## src/rtl/glc_pkg.sv

```systemverilog
// Shared constants, types and codes for the grid cell locator.
`timescale 1ns / 1ps

package glc_pkg;

   localparam int MAX_CELLS = 4096;
   localparam int COORD_W   = 32;
   localparam int IDX_W     = 12;
   localparam int CNT_W     = 13;
   localparam int OUT_W     = 14;
   localparam int PADDR_W   = 3;

   localparam logic [CNT_W-1:0] CELL_COUNT_RESET = CNT_W'(1);
   localparam logic [CNT_W-1:0] CELL_COUNT_MAX   = CNT_W'(MAX_CELLS);

   // item codes
   localparam logic CMD_LOAD  = 1'b0;
   localparam logic CMD_QUERY = 1'b1;

   // register index, taken from paddr[2]
   localparam logic CSR_CELL_COUNT = 1'b0;

   typedef enum logic [2:0] {
      ST_IDLE,
      ST_FIRST,
      ST_LAST,
      ST_PROBE,
      ST_CENTER,
      ST_DONE
   } glc_state_type;

   typedef struct packed {
      logic                      en;
      logic [IDX_W-1:0]          addr;
      logic signed [COORD_W-1:0] left;
      logic signed [COORD_W-1:0] right;
   } glc_wr_type;

   typedef struct packed {
      logic                    idle;
      logic                    done;
      logic signed [OUT_W-1:0] cell_index;
   } glc_status_type;

endpackage

```

## src/rtl/glc_search.sv

```systemverilog
// Search sequencer: range checks, one probe per cycle, final center test.
`timescale 1ns / 1ps

module glc_search (
   input  logic                               clock,
   input  logic                               reset,
   input  logic                               start,
   input  logic signed [glc_pkg::COORD_W-1:0] target,
   input  logic [glc_pkg::CNT_W-1:0]          cell_count,
   input  logic                               take,
   input  logic signed [glc_pkg::COORD_W-1:0] rd_left,
   input  logic signed [glc_pkg::COORD_W-1:0] rd_right,
   output logic [glc_pkg::IDX_W-1:0]          rd_addr,
   output glc_pkg::glc_status_type            status
);

   localparam int IW = glc_pkg::IDX_W;
   localparam int OW = glc_pkg::OUT_W;
   localparam int CW = glc_pkg::COORD_W;

   glc_pkg::glc_state_type state_ff, state_in;

   logic signed [CW-1:0] t_ff;
   logic [glc_pkg::CNT_W-1:0] n_ff, n_in;
   logic signed [OW-1:0] low_ff, low_in, high_ff, high_in, result_ff, result_in;
   logic [IW-1:0] mid_ff, mid_in;

   logic [IW-1:0] last_idx;
   logic below_first, above_last;
   logic probe_lt, probe_eq;
   logic signed [OW-1:0] low_nx, high_nx, mid_sum;
   logic probe_more;
   logic signed [CW+1:0] center_sum, twice_t;
   logic above_center;

   function automatic logic target_lt(input logic signed [CW-1:0] a,
                                      input logic signed [CW-1:0] b);
      target_lt = a < b;
   endfunction

   // clamp the count to 1..MAX_CELLS
   always_comb begin
      if (cell_count == '0) begin
         n_in = glc_pkg::CNT_W'(1);
      end else if (cell_count > glc_pkg::CELL_COUNT_MAX) begin
         n_in = glc_pkg::CELL_COUNT_MAX;
      end else begin
         n_in = cell_count;
      end
   end

   // compare decisions on the word read in the previous cycle
   always_comb begin
      last_idx    = IW'(n_ff - glc_pkg::CNT_W'(1));
      below_first = target_lt(t_ff, rd_left);
      above_last  = target_lt(rd_left, t_ff);
      probe_lt    = rd_left < t_ff;
      probe_eq    = rd_left == t_ff;
      if (probe_lt) begin
         low_nx  = $signed({2'b00, mid_ff}) + OW'(1);
         high_nx = high_ff;
      end else begin
         low_nx  = low_ff;
         high_nx = $signed({2'b00, mid_ff}) - OW'(1);
      end
      probe_more   = low_nx <= high_nx;
      mid_sum      = low_nx + high_nx;
      center_sum   = $signed({{2{rd_left[CW-1]}}, rd_left})
                   + $signed({{2{rd_right[CW-1]}}, rd_right});
      twice_t      = $signed({t_ff[CW-1], t_ff, 1'b0});
      above_center = twice_t > center_sum;
   end

   // next state
   always_comb begin
      state_in = state_ff;
      case (state_ff)
         glc_pkg::ST_IDLE: begin
            if (start) state_in = glc_pkg::ST_FIRST;
         end
         glc_pkg::ST_FIRST: begin
            state_in = below_first ? glc_pkg::ST_DONE : glc_pkg::ST_LAST;
         end
         glc_pkg::ST_LAST: begin
            state_in = above_last ? glc_pkg::ST_DONE : glc_pkg::ST_PROBE;
         end
         glc_pkg::ST_PROBE: begin
            if (probe_eq) begin
               state_in = glc_pkg::ST_DONE;
            end else if (!probe_more) begin
               state_in = (high_nx < 0) ? glc_pkg::ST_DONE : glc_pkg::ST_CENTER;
            end
         end
         glc_pkg::ST_CENTER: begin
            state_in = glc_pkg::ST_DONE;
         end
         glc_pkg::ST_DONE: begin
            if (take) state_in = glc_pkg::ST_IDLE;
         end
         default: state_in = glc_pkg::ST_IDLE;
      endcase
   end

   // read address and working registers
   always_comb begin
      rd_addr   = '0;
      low_in    = low_ff;
      high_in   = high_ff;
      mid_in    = mid_ff;
      result_in = result_ff;
      case (state_ff)
         glc_pkg::ST_FIRST: begin
            rd_addr = last_idx;
            if (below_first) result_in = -OW'(1);
         end
         glc_pkg::ST_LAST: begin
            low_in  = '0;
            high_in = $signed({2'b00, last_idx});
            mid_in  = last_idx >> 1;
            rd_addr = last_idx >> 1;
            if (above_last) result_in = $signed({1'b0, n_ff});
         end
         glc_pkg::ST_PROBE: begin
            low_in  = low_nx;
            high_in = high_nx;
            if (probe_eq) begin
               result_in = $signed({2'b00, mid_ff}) - OW'(1);
            end else if (probe_more) begin
               mid_in  = mid_sum[IW:1];
               rd_addr = mid_sum[IW:1];
            end else begin
               rd_addr   = high_nx[IW-1:0];
               result_in = -OW'(1);
            end
         end
         glc_pkg::ST_CENTER: begin
            result_in = above_center ? high_ff : high_ff - OW'(1);
         end
         default: ;
      endcase
   end

   always_ff @(posedge clock) begin
      if (reset) begin
         state_ff <= glc_pkg::ST_IDLE;
      end else begin
         state_ff <= state_in;
      end
   end

   always_ff @(posedge clock) begin
      if (state_ff == glc_pkg::ST_IDLE && start) begin
         t_ff <= target;
         n_ff <= n_in;
      end
      low_ff    <= low_in;
      high_ff   <= high_in;
      mid_ff    <= mid_in;
      result_ff <= result_in;
   end

   assign status.idle       = state_ff == glc_pkg::ST_IDLE;
   assign status.done       = state_ff == glc_pkg::ST_DONE;
   assign status.cell_index = result_ff;

endmodule

```

## config.mk

```make
export PLATFORM = sky130hd
export DESIGN_NAME = glc_search
export DESIGN_NICKNAME = d
export VERILOG_FILES = /design/src/rtl/glc_pkg.sv /design/src/rtl/glc_search.sv
export SDC_FILE = /design/constraint.sdc
export NUM_CORES = 1
export LEC_CHECK = 0
export BUFFER_PORTS_ARGS = -buffer_cell sky130_fd_sc_hd__buf_4
export CORE_ASPECT_RATIO = 1.75
export CORE_MARGIN = 10
export CORE_UTILIZATION = 40
export CTS_CLUSTER_SIZE = 12
export DETAILED_ROUTE_END_ITERATION = 12
export GPL_ROUTABILITY_DRIVEN = 1
export SYNTH_ARGS = -nofsm -noshare
export SYNTH_HDL_FRONTEND = slang
export SYNTH_SLANG_ARGS = --single-unit
```

## constraint.sdc

```tcl
create_clock -name clock -period 5.4 [get_ports clock]
set_input_delay 0.54 -clock clock [delete_from_list [all_inputs] [get_ports clock]]
set_output_delay 0.54 -clock clock [all_outputs]
set_load 0.03 [all_outputs]
```

==> impl_metrics.py <==
metrics = {
    "power_and_ir_drop": {
        "power_per_cell_area_nw_per_um2": 552.5,
        "totalPowerFinal_mw": 7.250,
        "power_leakage_nw": 5.603,
        "irDropWorstVdd_uv": 578.5,
    },
    "outcome": {
        "violations": "setup timing",
        "outcome": "finished with violations",
    },
    "drt": {
        "detail_route.first_pass.iterations": 5,
        "initialDrtViolationCount": 589,
        "total_length_of_routed_wires_um": 34130,
        "drc": 0,
        "routedWlPerCell_um": 21.07,
        "drt-vias-per-instance": 5.683,
        "antenna_left": 0,
        "via_count": 9207,
    },
    "synth": {
        "syn-instance-count": 1035,
        "asyncSetResetFlopFracSynth_pct": 0,
        "synth_area_sq_um": 9433,
        "synth-edff-count": 99,
        "synth-seq-cells": 102,
        "yosysSeqAreaShare_pct": 32.15,
        "synthTopCellsByCount": "sky130_fd_sc_hd__ha_1 (126), sky130_fd_sc_hd__a21oi_1 (109), sky130_fd_sc_hd__edfxtp_1 (99), sky130_fd_sc_hd__nor2_1 (85), sky130_fd_sc_hd__inv_1 (71)",
        "yosysMostFrequentCell": "sky130_fd_sc_hd__ha_1",
        "synthDominantAreaCellType": "sky130_fd_sc_hd__edfxtp_1",
        "yosysWarningCount": 0,
        "synth.distinct_cells": 67,
        "syn-mean-instance-area_sq_um": 9.114,
        "syn-num-nets": 1276,
        "synthDominantCellAreaShare_pct": 31.52,
        "synthFlopType": "sky130_fd_sc_hd__edfxtp_1",
        "synth_top_cells_by_area": "sky130_fd_sc_hd__edfxtp_1 (32%), sky130_fd_sc_hd__ha_1 (17%), sky130_fd_sc_hd__a21oi_1 (5.8%)",
    },
    "final_layout": {
        "post_layout_nonfiller_instances": 1620,
        "finalNetCount": 1552,
        "layout.filler_cells": 2145,
        "layout-area-overhead-vs-synth_pct": 39.12,
        "drive_above_1_share_pct": 32.83,
        "antenna_cells_inserted": 0,
    },
    "timing": {
        "maxSlewHeadroom_pct": 18.83,
        "maximum_clock_frequency_mhz": 175.8,
        "finalHoldViolCount": 0,
        "final-max-slew-violation-count": 0,
        "finalCritPeriodShare_pct": 105.3,
        "timing_worst_slew_pin_value_ns": 1.213,
        "fin_ws_ns": -0.2872,
        "period_minus_slack_ns": 5.687,
        "rsz0062_at_grt": "yes",
        "setup_viol": 12,
        "fin_skew_ns": 0.009916,
    },
    "place": {
        "numPlacedInstances": 1578,
        "dp_hpwl_um": 26940,
        "placement.io_buffers": 140,
        "replace_congestion": 0.9546,
    },
    "floorplan": {
        "number_of_core_rows": 74,
        "initial_core_util_pct": 40.43,
        "coreArea_sq_um": 23330,
        "design.portCount": 141,
        "die_x_um": 136.1,
        "chipHeight_um": 223.1,
        "floorplan.die_area_sq_um": 30370,
    },
    "hold_path": {
        "hold-path-endpoint": "t_ff[18]$_DFFE_PP_",
        "min-delay-start": "target[18]",
        "class_of_the_most_critical_hold_timing_path": "in2reg",
        "whs_path_depth": 1,
    },
    "flow_run": {
        "maxCapViolCount": 0,
    },
    "grt": {
        "grt_start_max_net_pins": 46,
        "all_layer_global_routing_usage_pct": 21.73,
        "via_count_of_the_first_global_routing_pass": 9739,
        "grt_first_pass_wirelength_um": 51140,
        "overflow": 0,
        "grt_antenna_before_repair": 0,
    },
    "clock_tree": {
        "worst_setup_hold_path_clk_slew_ns": 0.08,
        "tritoncts": "yes",
        "cts-buffers-inserted": 9,
        "max-clock-path-buffers": 2,
        "worstSkewPairLatency_ns": 0.38,
        "deepest_level_of_the_cts_h_tree": 3,
        "clock_sinks": 102,
        "cts_root_buf": "sky130_fd_sc_hd__clkbuf_16",
    },
    "critical_path": {
        "crit_required_ns": 4.86,
        "crit_path_end_kind": "primary output",
        "criticalPathCategory": "reg2out",
        "worstReg2RegStart": "t_ff[5]$_DFFE_PP_",
        "cp.arrival_ns": 5.15,
        "r2r_slack_ns": 0.19,
        "critPathLaunchType": "flop",
        "timing.critical_path.from": "t_ff[5]$_DFFE_PP_",
        "worst_r2r_path_depth": 24,
        "r2r-end": "result_ff[0]$_DFFE_PP_",
        "crit_path_max_fanout": 7,
    },
}
[cell usage in the layout (no fill, tap or decap), types with 5 or more instances in the layout]
cell type                   synthesis  layout
sky130_fd_sc_hd__a211o_1            7       7
sky130_fd_sc_hd__a211oi_1           8       8
sky130_fd_sc_hd__a21o_1            34      34
sky130_fd_sc_hd__a21oi_1          109      87
sky130_fd_sc_hd__a21oi_2            0      20
sky130_fd_sc_hd__a31oi_1            8       7
sky130_fd_sc_hd__and2_1            27      26
sky130_fd_sc_hd__buf_12             0       5
sky130_fd_sc_hd__buf_4              1     274
sky130_fd_sc_hd__buf_6              0      17
sky130_fd_sc_hd__clkbuf_16          0       9
sky130_fd_sc_hd__edfxtp_1          99      99
sky130_fd_sc_hd__ha_1             126     112
sky130_fd_sc_hd__ha_4               0      11
sky130_fd_sc_hd__inv_1             71      63
sky130_fd_sc_hd__inv_2              0       8
sky130_fd_sc_hd__inv_6              0       5
sky130_fd_sc_hd__mux2i_1           12      10
sky130_fd_sc_hd__nand2_1           50      49
sky130_fd_sc_hd__nand2b_1          14      13
sky130_fd_sc_hd__nand3_1           19      17
sky130_fd_sc_hd__nand3b_1           5       5
sky130_fd_sc_hd__nand4_1           15      15
sky130_fd_sc_hd__nand4b_1           6       6
sky130_fd_sc_hd__nor2_1            85      80
sky130_fd_sc_hd__nor2b_1           22      20
sky130_fd_sc_hd__nor3_1            26      24
sky130_fd_sc_hd__nor4_1            11       9
sky130_fd_sc_hd__o211ai_1           7       7
sky130_fd_sc_hd__o21ai_0           44      33
sky130_fd_sc_hd__o21ai_2            0       5
sky130_fd_sc_hd__o221ai_2           0       5
sky130_fd_sc_hd__o22a_1             7       7
sky130_fd_sc_hd__o22ai_1            8       7
sky130_fd_sc_hd__or2_2              6       6
sky130_fd_sc_hd__or3_1              9       9
sky130_fd_sc_hd__xnor2_1           46      40
sky130_fd_sc_hd__xnor2_2            0       5
sky130_fd_sc_hd__xor2_1            28      28
[report_power, final]
part / switching, mW / internal (mW)
clock network: 0.355 / 0.328
logic: 2.73 / 2.45
registers: 0.204 / 1.19
total: 3.29 / 3.96
[state kept, by name, summed over array words and instances, names as in the netlist]
name and flops:
n_ff 13, result_ff 14, t_ff 32, mid_ff 12
low_ff 14, state_ff 3, high_ff 14
[repair_timing]
| action | CTS | global route |
|---|---|---|
| setup endpoints to repair | 26 | 39 |
| setup buffers | 15 | 11 |
| resized for setup | 98 | 58 |
| hold buffers | 0 | 0 |
| cloned | 2 | 0 |
| pin swaps | 34 | 31 |
[layer usage]
| layer | track usage (%) | wire length (um) | part of all wire, % |
|---|---|---|---|
| met2 | 41.69 | 18640 | 55 |
| met4 | 15.35 | 2692 | 7.9 |
| met3 | 3.218 | 1460 | 4.3 |
| met5 | 0 | 0 | 0 |
| met1 | 19.85 | 11330 | 33 |
[logic make-up after synthesis]
logic type	after synthesis	synth area share, %
XOR/XNOR	74	6.871
adder cells (fa/ha/maj)	128	17.14
multiplexers	18	1.990
buffers and inverters	106	4.285
flip-flops	102	32.15
AND/OR/NAND/NOR	314	17.20
AO/OA/AOI/OAI	293	20.36
[stage by stage]
step	instance area, sq um	hold WS (ns)	util, %	setup slack, ns	TNS (ns)
floorplan	9469	0.6134	-	-0.1011	-0.4878
global placement	11830	0.6484	50.71	-0.5109	-9.715
detailed placement	11830	0.6470	50.71	-0.4933	-8.389
CTS	12760	0.3222	54.71	-0.3019	-2.583
global route	13120	0.3214	56.24	-0.5451	-5.806
finish	13120	0.3325	56.24	-0.2872	-2.533
[worst max-delay path: stages (launching register included)]
cell	delay, ns
sky130_fd_sc_hd__edfxtp_1	0.45
sky130_fd_sc_hd__inv_1	0.09
sky130_fd_sc_hd__ha_1	0.23
sky130_fd_sc_hd__a21o_1	0.17
sky130_fd_sc_hd__a21oi_2	0.13
sky130_fd_sc_hd__nor2b_1	0.05
sky130_fd_sc_hd__o311a_1	0.36
sky130_fd_sc_hd__nor4_4	0.34
sky130_fd_sc_hd__mux2i_4	0.30
sky130_fd_sc_hd__buf_12	0.14
sky130_fd_sc_hd__buf_12	0.12
sky130_fd_sc_hd__mux2i_4	0.24
sky130_fd_sc_hd__inv_2	0.07
sky130_fd_sc_hd__buf_4	0.13
sky130_fd_sc_hd__ha_1	0.18
sky130_fd_sc_hd__o21bai_1	0.16
sky130_fd_sc_hd__a21oi_1	0.23
sky130_fd_sc_hd__o21ai_0	0.11
sky130_fd_sc_hd__buf_4	0.17
sky130_fd_sc_hd__a21oi_4	0.15
sky130_fd_sc_hd__o22a_1	0.22
sky130_fd_sc_hd__nand3_2	0.12
sky130_fd_sc_hd__buf_8	0.18
sky130_fd_sc_hd__o22a_1	0.17
sky130_fd_sc_hd__o21ai_2	0.09
sky130_fd_sc_hd__buf_6	0.16
[worst max path at each step]
stage,endpoint,slack (ns),cells after the start
3_3_place_gp,rd_addr[10],-0.51,24
5_1_grt,rd_addr[2],-0.55,25
2_1_floorplan,rd_addr[10],-0.10,21
3_5_place_dp,rd_addr[10],-0.49,24
4_1_cts,rd_addr[10],-0.30,26
6_report,rd_addr[1],-0.29,25
[area by class of cell]
class / count / area, sq um / share of cell area (%)
timing repair buffer: 300 / 2421 / 18.45
clock buffer: 9 / 225.2 / 1.716
multi-input combinational: 827 / 6730 / 51.29
clock inverter: 7 / 66.31 / 0.5053
tap: 304 / 380.4 / 2.899
sequential: 102 / 3033 / 23.11
inverter: 71 / 266.5 / 2.031
No activity file was read; power rests on OpenSTA's default activity.
